<file path="config.mk">
export PLATFORM = sky130hd
export DESIGN_NAME = rotary_encoder_button_decoder_flat
export DESIGN_NICKNAME = d
export VERILOG_FILES = /design/src/reb_pkg.sv /design/src/reb_if.sv /design/src/rotary_encoder_button_decoder.sv /design/src/flat_wrapper.sv
export SDC_FILE = /design/constraint.sdc
export NUM_CORES = 1
export LEC_CHECK = 0
export BUFFER_PORTS_ARGS = -buffer_cell sky130_fd_sc_hd__buf_2
export CAP_MARGIN = 25
export CORE_MARGIN = 5
export CORE_UTILIZATION = 39
export CTS_CLUSTER_SIZE = 40
export DETAILED_ROUTE_END_ITERATION = 10
export HOLD_SLACK_MARGIN = 0.02
export PLACE_DENSITY = 0.65
export REMOVE_ABC_BUFFERS = 1
export SETUP_SLACK_MARGIN = 0.02
export SYNTH_ARGS = -nofsm -noshare
export SYNTH_HDL_FRONTEND = slang
export SYNTH_SLANG_ARGS = --single-unit
</file>
<file path="constraint.sdc">
create_clock -name clock -period 13.5 [get_ports clock]
set_input_delay 4.05 -clock clock [delete_from_list [all_inputs] [get_ports clock]]
set_output_delay 4.05 -clock clock [all_outputs]
set_load 0.01 [all_outputs]
</file>
<file path="src/reb_pkg.sv">
package reb_pkg;

   localparam int unsigned TIME_BITS_DEF  = 16;
   localparam int unsigned COUNT_BITS_DEF = 8;
   localparam int unsigned CFG_BITS       = 16;
   localparam int unsigned TURN_BITS      = 8;

   localparam logic [CFG_BITS-1:0] DEBOUNCE_RESET   = 16'd4;
   localparam logic [CFG_BITS-1:0] LONG_PRESS_RESET = 16'd500;

   typedef enum logic [0:0] {
      CSR_DEBOUNCE   = 1'b0,
      CSR_LONG_PRESS = 1'b1
   } csr_index_type;

   typedef enum logic [1:0] {
      DIR_NONE    = 2'b00,
      DIR_RIGHT   = 2'b01,
      DIR_LEFT    = 2'b10,
      DIR_INVALID = 2'b11
   } dir_type;

   typedef struct packed {
      logic signed [TURN_BITS-1:0] turns;
      logic                        short_press;
      logic                        key_down;
      logic                        key_held;
   } rsp_word_type;

endpackage

</file>
<file path="src/reb_if.sv">
interface reb_req_if;
   logic valid;
   logic ready;
   logic clock_level;
   logic data_level;
   logic switch_level;
   logic ms_tick;
   logic take_report;

   modport source (output valid, clock_level, data_level, switch_level, ms_tick,
                   take_report, input ready);
   modport sink (input valid, clock_level, data_level, switch_level, ms_tick,
                 take_report, output ready);
endinterface

interface reb_rsp_if;
   logic              valid;
   logic              ready;
   logic signed [7:0] turns;
   logic              short_press;
   logic              key_down;
   logic              key_held;

   modport source (output valid, turns, short_press, key_down, key_held,
                   input ready);
   modport sink (input valid, turns, short_press, key_down, key_held,
                 output ready);
endinterface

interface reb_csr_if;
   logic        valid;
   logic        ready;
   logic [0:0]  index;
   logic [15:0] data;

   modport source (output valid, index, data, input ready);
   modport sink (input valid, index, data, output ready);
endinterface

</file>
<file path="src/rotary_encoder_button_decoder.sv">
// Rotary encoder and push switch decoder.
// req: one word per pin sample: raw active-low encoder clock, data and switch
//   levels, a millisecond tick and a report strobe that clears the turn delta
//   and the short-press flag after the word's result is formed.
// rsp: one word per req word: signed turns since the last report, short
//   press flag, debounced button state and held state.
// csr: writes debounce_ms (index 0) and long_press_ms (index 1); always ready.
//   Write only while no req word is in flight.
// Output: each result is registered, in the output slot or, if that is full, the skid slot.
// Throughput: one word per cycle while rsp keeps up; the decode is a single pass of compares and
//   a counter update between the state registers and the result register.
// Stall: a two-word output buffer lets one more req word in while rsp is
//   stalled; req.ready drops only when both slots are full.
// Reset (synchronous): pins read as released, time base and counters zero,
//   switch released and settled, thresholds 4 ms and 500 ms, output empty.
module rotary_encoder_button_decoder #(
   parameter int unsigned TIME_BITS  = reb_pkg::TIME_BITS_DEF,
   parameter int unsigned COUNT_BITS = reb_pkg::COUNT_BITS_DEF
) (
   input logic   clock,
   input logic   reset,
   reb_req_if.sink   req,
   reb_rsp_if.source rsp,
   reb_csr_if.sink   csr
);
   import reb_pkg::*;

   localparam int unsigned CMP_BITS = (TIME_BITS > CFG_BITS) ? TIME_BITS : CFG_BITS;

   logic [CFG_BITS-1:0]   debounce_ff, long_press_ff;
   logic [2:0]            prev_pins_ff, prev_pins_in;
   logic [TIME_BITS-1:0]  time_ff, time_in;
   logic [TIME_BITS-1:0]  change_time_ff, change_time_in;
   logic                  stable_ff, stable_in;
   logic                  pending_ff, pending_in;
   logic                  sw_valid_ff, sw_valid_in;
   logic                  press_ff, press_in, press_out;
   logic [1:0]            rot_ff, rot_in;
   dir_type               dir_ff, dir_in;
   logic [COUNT_BITS-1:0] turn_count_ff, turn_count_in;
   logic [COUNT_BITS-1:0] reported_ff, reported_in;

   rsp_word_type          out_ff, skid_ff, word;
   logic                  out_valid_ff, skid_valid_ff;

   logic                  accept, pop, changed;
   logic                  c, d, s, oc, od;
   logic [2:0]            pins;
   logic [TIME_BITS-1:0]  el_pre, el_post;
   logic signed [COUNT_BITS-1:0] diff;

   assign req.ready = !skid_valid_ff;
   assign csr.ready = 1'b1;
   assign accept    = req.valid && req.ready;
   assign pop       = out_valid_ff && rsp.ready;

   assign pins = {req.switch_level, req.data_level, req.clock_level};
   assign c    = !req.clock_level;
   assign d    = !req.data_level;
   assign s    = !req.switch_level;
   assign oc   = rot_ff[0];
   assign od   = rot_ff[1];

   always_comb begin
      time_in        = req.ms_tick ? time_ff + 1'b1 : time_ff;
      changed        = pins != prev_pins_ff;
      prev_pins_in   = pins;
      change_time_in = change_time_ff;
      stable_in      = stable_ff;
      pending_in     = pending_ff;
      sw_valid_in    = sw_valid_ff;
      press_out      = press_ff;
      rot_in         = rot_ff;
      dir_in         = dir_ff;
      turn_count_in  = turn_count_ff;
      el_pre         = time_in - change_time_ff;

      if (changed) begin
         if (sw_valid_ff) begin
            if (!s && stable_ff)
               press_out = CMP_BITS'(el_pre) < CMP_BITS'(long_press_ff);
            if (s != stable_ff)
               sw_valid_in = 1'b0;
         end
         if (!sw_valid_in) begin
            change_time_in = time_in;
            pending_in     = s;
         end

         if (dir_ff != DIR_INVALID) begin
            if (oc != c && od != d) begin
               dir_in = DIR_INVALID;
            end else if (oc != c || od != d) begin
               if (c && d && dir_ff == DIR_NONE) begin
                  if (oc) begin
                     turn_count_in = turn_count_ff + 1'b1;
                     dir_in        = DIR_RIGHT;
                  end else begin
                     turn_count_in = turn_count_ff - 1'b1;
                     dir_in        = DIR_LEFT;
                  end
               end
               rot_in = {d, c};
               if (!c && !d)
                  dir_in = DIR_NONE;
            end
         end else if (!c && !d) begin
            dir_in = DIR_NONE;
            rot_in = 2'b00;
         end
      end

      el_post = time_in - change_time_in;
      if (!sw_valid_in && CMP_BITS'(el_post) > CMP_BITS'(debounce_ff)) begin
         stable_in   = pending_in;
         sw_valid_in = 1'b1;
      end

      diff             = signed'(turn_count_in - reported_ff);
      word.turns       = TURN_BITS'(diff);
      word.short_press = press_out;
      word.key_down    = stable_in;
      word.key_held    = stable_in && sw_valid_in &&
                         (CMP_BITS'(el_post) > CMP_BITS'(long_press_ff));

      reported_in = reported_ff;
      press_in    = press_out;
      if (req.take_report) begin
         reported_in = turn_count_in;
         press_in    = 1'b0;
      end
   end

   always_ff @(posedge clock) begin
      if (reset) begin
         debounce_ff   <= DEBOUNCE_RESET;
         long_press_ff <= LONG_PRESS_RESET;
      end else if (csr.valid && csr.ready) begin
         unique case (csr_index_type'(csr.index))
            CSR_DEBOUNCE:   debounce_ff   <= csr.data;
            CSR_LONG_PRESS: long_press_ff <= csr.data;
            default:        ;
         endcase
      end
   end

   always_ff @(posedge clock) begin
      if (reset) begin
         prev_pins_ff   <= 3'b111;
         time_ff        <= '0;
         change_time_ff <= '0;
         stable_ff      <= 1'b0;
         pending_ff     <= 1'b0;
         sw_valid_ff    <= 1'b1;
         press_ff       <= 1'b0;
         rot_ff         <= 2'b00;
         dir_ff         <= DIR_NONE;
         turn_count_ff  <= '0;
         reported_ff    <= '0;
      end else if (accept) begin
         prev_pins_ff   <= prev_pins_in;
         time_ff        <= time_in;
         change_time_ff <= change_time_in;
         stable_ff      <= stable_in;
         pending_ff     <= pending_in;
         sw_valid_ff    <= sw_valid_in;
         press_ff       <= press_in;
         rot_ff         <= rot_in;
         dir_ff         <= dir_in;
         turn_count_ff  <= turn_count_in;
         reported_ff    <= reported_in;
      end
   end

   always_ff @(posedge clock) begin
      if (reset) begin
         out_valid_ff  <= 1'b0;
         skid_valid_ff <= 1'b0;
      end else if (pop) begin
         if (skid_valid_ff) begin
            out_ff        <= skid_ff;
            skid_valid_ff <= 1'b0;
         end else if (accept) begin
            out_ff <= word;
         end else begin
            out_valid_ff <= 1'b0;
         end
      end else if (accept) begin
         if (!out_valid_ff) begin
            out_ff       <= word;
            out_valid_ff <= 1'b1;
         end else begin
            skid_ff       <= word;
            skid_valid_ff <= 1'b1;
         end
      end
   end

   assign rsp.valid       = out_valid_ff;
   assign rsp.turns       = out_ff.turns;
   assign rsp.short_press = out_ff.short_press;
   assign rsp.key_down    = out_ff.key_down;
   assign rsp.key_held    = out_ff.key_held;

   a_skid_needs_out: assert property (@(posedge clock) disable iff (reset)
      skid_valid_ff |-> out_valid_ff)
      else $error("skid word held with empty output slot");

   a_accept_shows: assert property (@(posedge clock) disable iff (reset)
      accept |=> out_valid_ff)
      else $error("accepted word produced no result");

   a_invalid_no_count: assert property (@(posedge clock) disable iff (reset)
      dir_ff == DIR_INVALID |=> $stable(turn_count_ff))
      else $error("turn count moved while decoding invalid");

   a_held_down: assert property (@(posedge clock) disable iff (reset)
      out_valid_ff && out_ff.key_held |-> out_ff.key_down)
      else $error("held reported without button down");

endmodule

</file>
<file path="src/flat_wrapper.sv">
// flat-port wrapper written by rule: the top's interface ports become plain ports
module rotary_encoder_button_decoder_flat import reb_pkg::*;
#(
   parameter int unsigned TIME_BITS  = reb_pkg::TIME_BITS_DEF,
   parameter int unsigned COUNT_BITS = reb_pkg::COUNT_BITS_DEF
)
  (clock, reset, req_valid, req_clock_level, req_data_level, req_switch_level, req_ms_tick, req_take_report, req_ready, rsp_valid, rsp_turns, rsp_short_press, rsp_key_down, rsp_key_held, rsp_ready, csr_valid, csr_index, csr_data, csr_ready);
  reb_req_if req_i ();
  reb_rsp_if rsp_i ();
  reb_csr_if csr_i ();
  input logic clock;
  input logic reset;
  input wire logic [$bits(req_i.valid)-1:0] req_valid;
  input wire logic [$bits(req_i.clock_level)-1:0] req_clock_level;
  input wire logic [$bits(req_i.data_level)-1:0] req_data_level;
  input wire logic [$bits(req_i.switch_level)-1:0] req_switch_level;
  input wire logic [$bits(req_i.ms_tick)-1:0] req_ms_tick;
  input wire logic [$bits(req_i.take_report)-1:0] req_take_report;
  output wire logic [$bits(req_i.ready)-1:0] req_ready;
  output wire logic [$bits(rsp_i.valid)-1:0] rsp_valid;
  output wire logic [$bits(rsp_i.turns)-1:0] rsp_turns;
  output wire logic [$bits(rsp_i.short_press)-1:0] rsp_short_press;
  output wire logic [$bits(rsp_i.key_down)-1:0] rsp_key_down;
  output wire logic [$bits(rsp_i.key_held)-1:0] rsp_key_held;
  input wire logic [$bits(rsp_i.ready)-1:0] rsp_ready;
  input wire logic [$bits(csr_i.valid)-1:0] csr_valid;
  input wire logic [$bits(csr_i.index)-1:0] csr_index;
  input wire logic [$bits(csr_i.data)-1:0] csr_data;
  output wire logic [$bits(csr_i.ready)-1:0] csr_ready;
  assign req_i.valid = req_valid;
  assign req_i.clock_level = req_clock_level;
  assign req_i.data_level = req_data_level;
  assign req_i.switch_level = req_switch_level;
  assign req_i.ms_tick = req_ms_tick;
  assign req_i.take_report = req_take_report;
  assign req_ready = req_i.ready;
  assign rsp_valid = rsp_i.valid;
  assign rsp_turns = rsp_i.turns;
  assign rsp_short_press = rsp_i.short_press;
  assign rsp_key_down = rsp_i.key_down;
  assign rsp_key_held = rsp_i.key_held;
  assign rsp_i.ready = rsp_ready;
  assign csr_i.valid = csr_valid;
  assign csr_i.index = csr_index;
  assign csr_i.data = csr_data;
  assign csr_ready = csr_i.ready;
  rotary_encoder_button_decoder #(.TIME_BITS(TIME_BITS), .COUNT_BITS(COUNT_BITS)) u_core (.clock(clock), .reset(reset), .req(req_i), .rsp(rsp_i), .csr(csr_i));
endmodule
</file>
==> key figures, run 1 <==
Run status
  • Outcome: completed

Worst setup path
  • R2R depth: 25
  • Slowest stage delay, CP: 0.38 ns
  • Crit path DAT: 9.61 ns
  • Slowest-stage cell, CP: buf_4
  • Crit path buffers/inverters: 2
  • Most used cell, CP: nor2_1
  • Startpoint types: primary input
  • Cell count along the critical path: 26
  • CP Capture Type: register
  • Crit Path Class: in -> reg
  • Max Fanout on Critical Path: 32
  • CP delay by family, top: compound AO/OA/AOI/OAI gates
  • WP data required: 13.80 ns

Drt
  • Starting DRC count in detailed routing: 440
  • Initial DRT Pass Iterations: 5
  • M1 wire length: 8.87 mm
  • DR vias/cell: 5.14
  • Met3 WL: 592 um
  • Top Layer Used: met4
  • Final wirelength: 18.6 mm
  • WL/cell: 14.0 um
  • ANT nets after route: 0
  • Total vias in the final route: 6812
  • DR WL met2: 8.82 mm
  • DRC viols: 0

Die
  • Die ar.: 24000 um2
  • Die Y: 155 um
  • Row cnt: 53
  • Core Box Area: 20900 um2
  • Io pins: 41
  • Die W: 155 um
  • Initial Util: 0.392

CTS
  • Num CTS Buffers: 17
  • Post-CTS setup buffers: 0
  • H-tree Lvls: 4
  • Hold_buf cts: 0
  • CTS tree: yes
  • Gates resized, CTS repair: 0
  • Clock tree buffer depth: 2
  • Worst skew pair latency: 0.42 ns
  • CTS root buffer: clkbuf_16
  • CTS clk-pin slew, worst paths: 0.06 ns
  • # clock sinks: 115

STA
  • Fin. Hold Viols: 0
  • Final Skew: 0.00995 ns
  • Slew Limit Fails: 0
  • Final period util: 0.690
  • Setup tns final: 0 ns
  • Final setup viols: 0
  • Min cycle time layout: 9.32 ns
  • RSZ-0062 raised after global routing: false
  • Actual slew at the worst max-slew pin: 0.717 ns
  • F_max: 107 MHz
  • Rel. slew slack: 0.522

GRT
  • Grt total ovfl: 0
  • Initial antenna violation count: 0
  • Vias in the first global route: 6555
  • GRT Overall Usage: 0.157
  • Global-route wire length before repair: 31.1 mm
  • Largest net degree at the start of global routing: 67

Cells and area
  • Number of fill cells: 2068
  • Final Util: 0.440
  • Commonest non-fill, non-tap cell in the layout: nand2_1
  • Fin nets: 1156
  • Area growth syn-to-layout: 12.2%
  • Layout cell share with drive strength beyond 1: 0.113
  • Most frequent cells in the layout: nand2_1 (137), nor2_1 (99), inv_1 (94), dfxtp_1 (93), a21oi_1 (88)
  • Diode count: 0

Yosys
  • Post-synth top area cell: dfxtp_1
  • Syn_area_per_cell: 8.08 um2
  • Synth warnings: 0
  • Most area-consuming cells after synthesis: dfxtp_1 (23%), ha_1 (13%), edfxtp_1 (8.1%), nand2_1 (6.3%), a21oi_1 (5.4%)
  • Synth Instances: 1014
  • Synth top area share: 0.227
  • Seq cells post-synth: 115
  • Post-synth top flop: dfxtp_1
  • Async S/R FF share, synth: 0
  • Netlist cell types: 83
  • Synthesized area: 8200 um2
  • Sequential area share after synthesis: 0.308
  • Number of synthesized flops with an enable pin: 22

Flow run
  • Max_cap viols: 0

Placement
  • Port-buffer cells: 39
  • RePlAce Congestion: 0.869
  • Detailed placement HPWL: 13.8 mm

Pwr
  • Static leakage: 3.85 nW
  • Maximum VDD drop: 110 uV
  • Total Power Consumption: 1.80 mW
  • Pwr Density: 195 nW/um2

Worst hold path
  • WHS Path Cells: 2
  • Hold WC Path Type: reg -> reg
[cell families after synthesis]
group	Yosys count	synth area share
and+or+nand+nor	341	0.195
AOI/OAI and AO/OA	245	0.194
buffers and inverters	139	0.0649
DFF	115	0.308
adders and majority gates	91	0.143
xor gates and xnor gates	69	0.0783
muxes	13	0.0174
other	1	0.000458
[tightest hold or removal path, cell delays in order (launching register included)]
cell	delay [ns]
dfxtp_1	0.31
nand2_1	0.05
a21oi_1	0.05
[sequential cells by signal (all words and copies together), names as in the netlist, 2 cells and up]
register,cells
u_core.long_press_ff,16
u_core.rot_ff,2
u_core.turn_count_ff,8
u_core.change_time_ff,16
u_core.dir_ff,2
u_core.prev_pins_ff,3
u_core.skid_ff,11
u_core.reported_ff,8
u_core.rsp.turns,8
u_core.debounce_ff,16
u_core.time_ff,16
[final timing paths]
check | start | to | slack, ns
hold / removal | u_core.press_ff$_SDFFE_PP0P_ | u_core.press_ff$_SDFFE_PP0P_ | 0.45
setup reg to reg | u_core.time_ff[0]$_SDFFE_PP0P_ | u_core.rsp.key_held$_DFFE_PP_ | 7.41
hold reg to reg | u_core.press_ff$_SDFFE_PP0P_ | u_core.press_ff$_SDFFE_PP0P_ | 0.45
setup / recovery | req_clock_level | u_core.rsp.key_held$_DFFE_PP_ | 4.18
[per-layer routing]
layer,vias up,global-route usage
met3,22,0.0334
met4,0,0.0521
li1,3542,-
met5,-,0
met1,3147,0.200
met2,101,0.264
[synth_stat cells (3+ instances only)]
cell type  count
edfxtp_1      22
xnor2_1       37
and3_1         6
mux2i_1        3
nor2_1       100
or3_1          7
nor2b_1       16
o22ai_1        4
nand4_1       11
dfxtp_1       93
a21oi_1       88
nand2b_1       9
clkbuf_1      31
nor3_1        11
and2_1         5
a21boi_0       8
buf_1          7
inv_1         94
xor2_2         4
fa_1           4
ha_1          87
a211oi_1      35
o31ai_1        3
o221ai_1       3
o21bai_1       5
a31oi_1        4
nand3b_1       9
o21ai_0       44
o21a_1         7
nand2_1      137
nand3_1       11
xor2_1        27
a21o_1        10
mux2_2        10
[stage by stage]
stage / hold slack (ns) / area (um2) / setup WS, ns / cells
floorplan: 0.426 / 8030 / 4.27 / 972
global placement: 0.438 / 8630 / 4.04 / 1293
detailed placement: 0.445 / 8630 / 3.83 / 1293
CTS: 0.453 / 9190 / 4.23 / 1325
global route: 0.466 / 9200 / 3.60 / 1326
finish: 0.452 / 9200 / 4.18 / 1326
[cell type report]
type                       instances  area, um2  share of cell area
clock buffer                      20        447              0.0486
clock inverter                    12        106              0.0116
inverter                          97        364              0.0396
multi-input combinational        760       5150               0.560
sequential                       115       2520               0.274
tap                              275        344              0.0374
timing repair buffer              47        263              0.0286
[report_power, final]
| part | internal (mW) | switching, mW |
|---|---|---|
| registers | 0.399 | 0.0310 |
| clock network | 0.258 | 0.173 |
| logic | 0.409 | 0.528 |
| total | 1.06 | 0.732 |
(Power assumes the default switching activity.)
==> inputs of run 2 (changes only) <==
Clock period 13.5 ns to 9.1 ns, I/O delays scaled along.
==> key figures, run 2 (synthesis results as in run 1) <==
Drt
  • Met3 WL: 350 um (-41%)
  • Starting DRC count in detailed routing: 383 (-13%)
  • Initial DRT Pass Iterations: 5 (unchanged)
  • Final wirelength: 18.1 mm (-2.8%)
  • Top Layer Used: met4
  • ANT nets after route: 0 (unchanged)
  • M1 wire length: 8.97 mm (+1.2%)
  • DRC viols: 0 (unchanged)
  • DR vias/cell: 5.08 (-1.2%)
  • DR WL met2: 8.41 mm (-4.7%)
  • Total vias in the final route: 6733 (-1.2%)
  • WL/cell: 13.6 um (-2.8%)

Worst setup path
  • WP data required: 9.39 ns (-4.41 ns)
  • Max Fanout on Critical Path: 32 (unchanged)
  • CP Capture Type: register
  • Crit path DAT: 8.29 ns (-1.32 ns)
  • Crit Path Class: in -> reg
  • Startpoint types: primary input

Pwr
  • Pint: 1.61 mW (+51%)
  • Pwr Density: 294 nW/um2 (+50%)
  • Psw: 1.11 mW (+51%)
  • Total Power Consumption: 2.72 mW (+51%)
  • Clock network power share: 0.252 (+0.012)
  • Switching fraction of total power: 0.407 (about the same)
  • Part of the power in combinational logic: 0.514 (-0.007)
  • Static leakage: 3.88 nW (+0.78%)
  • Maximum VDD drop: 116 uV (+5.7%)
  • Flop pwr share: 0.234 (-0.005)

GRT
  • Initial antenna violation count: 0 (unchanged)
  • Largest net degree at the start of global routing: 65 (-3.0%)
  • Global-route wire length before repair: 30.2 mm (-2.7%)
  • GRT Overall Usage: 0.152 (-0.00496)
  • Grt total ovfl: 0 (unchanged)
  • Vias in the first global route: 6277 (-4.2%)

STA
  • RSZ-0062 raised after global routing: false
  • F_max: 125 MHz
  • Slew Limit Fails: 0 (unchanged)
  • Rel. slew slack: 0.522 (about the same)
  • Min cycle time layout: 8.00 ns
  • Final period util: 0.879
  • Final Skew: 0.0172 ns (+0.00730 ns)
  • Fin. Hold Viols: 0 (unchanged)
  • Actual slew at the worst max-slew pin: 0.718 ns (+0.000226 ns)
  • Setup tns final: 0 ns (unchanged)
  • Final setup viols: 0 (unchanged)

Die
  • Initial Util: 0.392 (unchanged)
  • Io pins: 41 (unchanged)
  • Row cnt: 53 (unchanged)
  • Die ar.: 24000 um2 (unchanged)
  • Core Box Area: 20900 um2 (unchanged)
  • Die W: 155 um (unchanged)
  • Die Y: 155 um (unchanged)

Placement
  • Detailed placement HPWL: 13.5 mm (-2.3%)
  • Port-buffer cells: 39 (unchanged)
  • RePlAce Congestion: 0.851 (-2.2%)
  • Placed cells: 1293 (unchanged)
  • Placed inst area: 8630 um2 (unchanged)

CTS
  • Worst skew pair latency: 0.43 ns (about the same)
  • # clock sinks: 115 (unchanged)
  • CTS clk-pin slew, worst paths: 0.06 ns (about the same)
  • CTS tree: yes
  • CTS root buffer: clkbuf_16
  • Gates resized, CTS repair: 0 (unchanged)
  • Clock tree buffer depth: 2 (unchanged)
  • Hold_buf cts: 0 (unchanged)
  • H-tree Lvls: 4 (unchanged)
  • Post-CTS setup buffers: 0 (unchanged)
  • Num CTS Buffers: 17 (unchanged)

Run status
  • Outcome: completed

Cells and area
  • Most frequent cells in the layout: nand2_1 (137), nor2_1 (99), inv_1 (94), dfxtp_1 (93), a21oi_1 (88)
  • Post-route insts no fill: 1326 (unchanged)
  • Final Util: 0.443 (+0.00228)
  • Number of fill cells: 2088 (+0.97%)
  • Layout cell share with drive strength beyond 1: 0.115 (+0.00190)
  • Fin nets: 1156 (unchanged)
  • Diode count: 0 (unchanged)
  • Area growth syn-to-layout: 12.8%
  • Post-route cell area: 9250 um2 (+0.52%)
  • Commonest non-fill, non-tap cell in the layout: nand2_1

Flow run
  • Max_cap viols: 0 (unchanged)

Worst hold path
  • Hold WC Path Type: reg -> reg
## run 2: per-stage QoR
stage	setup WS, ns	hold slack, ns
after floorplan	1.19	0.426
after global placement	0.936	0.442
after detailed placement	0.701	0.448
after CTS	1.17	0.456
after global routing	0.733	0.468
final	1.10	0.453
## run 2: path summary, 6_finish.rpt
check	start	endpoint	slack, ns	cells after the start
setup / recovery	req_clock_level	u_core.rsp.key_held$_DFFE_PP_	1.10	26
hold reg to reg	u_core.long_press_ff[9]$_SDFFE_PP0P_	u_core.long_press_ff[9]$_SDFFE_PP0P_	0.45	2
hold / removal	u_core.long_press_ff[9]$_SDFFE_PP0P_	u_core.long_press_ff[9]$_SDFFE_PP0P_	0.45	2
setup reg to reg	u_core.time_ff[0]$_SDFFE_PP0P_	u_core.rsp.key_held$_DFFE_PP_	3.10	26
## run 2: power by group through the flow
stage          Clock, mW  Sequential, mW  Combinational [mW]
3_5_place_dp           0           0.646                1.38
3_3_place_gp           0           0.646                1.35
4_1_cts            0.700           0.636                1.39
6_report           0.685           0.636                1.40
2_1_floorplan          0           0.639                1.04
5_1_grt            0.726           0.642                1.59
## run 2: metal layers
metal	global-route usage	vias to the layer above
met5	0	-
met1	0.205	3102
met4	0.0580	0
met2	0.245	66
li1	-	3544
met3	0.0234	21
## run 2: critical path, cell delays in order
cell,delay (ns)
buf_2,0.16
xor2_2,0.18
o31ai_4,0.34
buf_4,0.39
a21oi_1,0.13
ha_1,0.36
o21a_1,0.20
nor2_1,0.05
buf_4,0.15
a22oi_1,0.26
o21ai_1,0.15
a31oi_1,0.20
o221ai_1,0.18
o31a_1,0.34
o211ai_2,0.21
o21ai_2,0.07
nand2b_2,0.07
xnor2_1,0.15
ha_1,0.30
a211o_1,0.30
a221oi_1,0.26
a221o_1,0.27
nor2_1,0.10
a21o_1,0.15
nor4b_1,0.34
mux2_2,0.23
## run 2: layout make-up
class	count	area, um2	area share
flip-flops and latches	115	2520	0.273
multi-input cells	760	5150	0.557
inverters	97	364	0.0394
repair buffers	47	263	0.0284
well taps	275	344	0.0372
clock buffers	19	464	0.0502
clock inverters	13	136	0.0147
==> inputs of run 3 (changes only) <==
==> constraint.sdc (replaced) <==
create_clock -name clock -period 9.1 [get_ports clock]
set_input_delay 0.91 -clock clock [delete_from_list [all_inputs] [get_ports clock]]
set_output_delay 0.91 -clock clock [all_outputs]
set_load 0.01 [all_outputs]
==> key figures, run 3 (synthesis results as in run 1) <==
Run status
  • Outcome: completed

STA
  • Final Skew: 0.00975 ns (-0.00750 ns)
  • Slew Limit Fails: 0 (unchanged)
  • Setup tns final: 0 ns (unchanged)
  • F_max: 161 MHz (+29%)
  • Final period util: 0.682 (-0.198)
  • Rel. slew slack: 0.520 (-0.00201)
  • Hold WS: 0.450 ns (-0.00297 ns)
  • Actual slew at the worst max-slew pin: 0.721 ns (+0.00301 ns)
  • Fin. Hold Viols: 0 (unchanged)
  • RSZ-0062 raised after global routing: false
  • Final setup viols: 0 (unchanged)
  • Min cycle time layout: 6.20 ns (-1.80 ns)

Drt
  • WL/cell: 13.8 um (+1.4%)
  • Starting DRC count in detailed routing: 371 (-3.1%)
  • Final wirelength: 18.4 mm (+1.4%)
  • Total vias in the final route: 6774 (+0.61%)
  • DRC viols: 0 (unchanged)
  • DR vias/cell: 5.11 (+0.61%)
  • ANT nets after route: 0 (unchanged)
  • Initial DRT Pass Iterations: 5 (unchanged)

Cells and area
  • Fin nets: 1156 (unchanged)
  • Post-route insts no fill: 1326 (unchanged)
  • Area growth syn-to-layout: 12.8% (unchanged)
  • Layout cell share with drive strength beyond 1: 0.111 (-0.00381)
  • Most frequent cells in the layout: nand2_1 (137), nor2_1 (99), inv_1 (94), dfxtp_1 (93), a21oi_1 (88)
  • Commonest non-fill, non-tap cell in the layout: nand2_1
  • Diode count: 0 (unchanged)

CTS
  • # clock sinks: 115 (unchanged)
  • CTS clk-pin slew, worst paths: 0.05 ns (about the same)
  • Worst skew pair latency: 0.41 ns (-0.02 ns)
  • CTS root buffer: clkbuf_16
  • Gates resized, CTS repair: 0 (unchanged)
  • Post-CTS setup buffers: 0 (unchanged)
  • Num CTS Buffers: 17 (unchanged)
  • H-tree Lvls: 4 (unchanged)
  • Clock tree buffer depth: 2 (unchanged)
  • Hold_buf cts: 0 (unchanged)
  • CTS tree: yes

Die
  • Die W: 155 um (unchanged)
  • Core Box Area: 20900 um2 (unchanged)
  • Initial Util: 0.392 (unchanged)
  • Io pins: 41 (unchanged)
  • Die ar.: 24000 um2 (unchanged)
  • Row cnt: 53 (unchanged)
  • Die Y: 155 um (unchanged)

Pwr
  • Flop pwr share: 0.236 (+0.002)
  • Static leakage: 3.87 nW (-0.34%)
  • Psw: 1.06 mW (-4.0%)
  • Maximum VDD drop: 126 uV (+8.5%)
  • Part of the power in combinational logic: 0.511 (-0.003)
  • Switching fraction of total power: 0.393 (-0.0138)
  • Pwr Density: 292 nW/um2 (-0.62%)
  • Pint: 1.64 mW (+1.7%)
  • Clock network power share: 0.253 (about the same)
  • Total Power Consumption: 2.70 mW (-0.62%)

Worst setup path
  • Most used cell, CP: nor2_1
  • Startpoint types: primary input
  • R2R depth: 25 (-3.8%)
  • Setup slack, reg-to-reg: 3.01 ns (-0.09 ns)
  • Slowest-stage cell, CP: nor4b_1
  • WP data required: 9.38 ns (about the same)
  • CP Capture Type: register
  • R2r endpoint: u_core.rsp.key_held$_DFFE_PP_
  • Max Fanout on Critical Path: 32 (unchanged)
  • Crit Path Class: in -> reg
  • Crit path DAT: 6.49 ns (-1.80 ns)
  • RR Startpoint: u_core.time_ff[0]$_SDFFE_PP0P_
  • Slowest stage delay, CP: 0.42 ns (+0.03 ns)

Flow run
  • Max_cap viols: 0 (unchanged)

Worst hold path
  • Hold-critical path endpoint: u_core.press_ff$_SDFFE_PP0P_
  • Worst hold start: u_core.press_ff$_SDFFE_PP0P_
  • WHS Path Cells: 2 (unchanged)
  • Hold WC Path Type: reg -> reg

Placement
  • Port-buffer cells: 39 (unchanged)
  • Detailed placement HPWL: 13.7 mm (+2.0%)
  • Placed cells: 1293 (unchanged)
  • RePlAce Congestion: 0.869 (+2.2%)

GRT
  • Initial antenna violation count: 0 (unchanged)
  • Vias in the first global route: 6448 (+2.7%)
  • Largest net degree at the start of global routing: 67 (+3.1%)
  • Global-route wire length before repair: 30.7 mm (+1.6%)
  • Grt total ovfl: 0 (unchanged)
  • GRT Overall Usage: 0.155 (+0.00278)
run 3: cell types whose count changed in the layout (fill, tap and decap cells not counted), sizes merged:
| cell | previous run | this run |
|---|---|---|
| clkinvlp | 0 | 2 |
| inv | 105 | 96 |
| bufinv | 1 | 2 |
| clkbuf | 19 | 25 |
run 3: power groups by stage:
stage                     logic [mW]  registers, mW  clock network, mW
after global routing            1.56          0.644              0.719
after CTS                       1.38          0.637              0.695
final                           1.38          0.637              0.683
after detailed placement        1.36          0.647                  0
after floorplan                 1.04          0.639                  0
after global placement          1.33          0.646                  0
run 3: through the flow:
stage          cell area [um2]  setup slack [ns]   util
5_1_grt                   9250              2.39  0.443
3_5_place_dp              8630              2.57  0.413
4_1_cts                   9240              2.97  0.442
3_3_place_gp              8630              2.78  0.413
6_report                  9250              2.90  0.443
2_1_floorplan             8030              3.01      -
run 3: area by class of cell:
class,count,area (um2)
Fill cell,2093,11600
Multi-Input combinational cell,760,5150
Sequential cell,115,2520
Clock buffer,25,507
Inverter,97,364
Tap cell,275,344
Timing Repair Buffer,47,259
Clock inverter,7,97.6
run 3: worst max-delay path: cells and delay by family:
family                   cells  cell delay [ns]
AND/OR/NAND/NOR              6             1.02
adder cells (fa/ha/maj)      2             0.59
multiplexers                 1             0.23
AO/OA/AOI/OAI               13             2.83
buffers and inverters        2             0.54
XOR/XNOR                     2             0.36
run 3: worst max-delay path by stage:
stage	start	end	slack (ns)
final	req_clock_level	u_core.rsp.key_held$_DFFE_PP_	2.90
after floorplan	req_clock_level	u_core.rsp.key_held$_DFFE_PP_	3.01
after CTS	req_clock_level	u_core.rsp.key_held$_DFFE_PP_	2.97
after global routing	u_core.time_ff[0]$_SDFFE_PP0P_	u_core.rsp.key_held$_DFFE_PP_	2.39
after detailed placement	req_clock_level	u_core.rsp.key_held$_DFFE_PP_	2.57
after global placement	req_clock_level	u_core.rsp.key_held$_DFFE_PP_	2.78
run 3: per-layer routing:
metal,vias up,global-route usage,wire length [um]
li1,3543,-,-
met1,3120,0.202,8720
met2,89,0.254,8650
met3,22,0.0287,589
met4,0,0.0610,389
met5,-,0,0
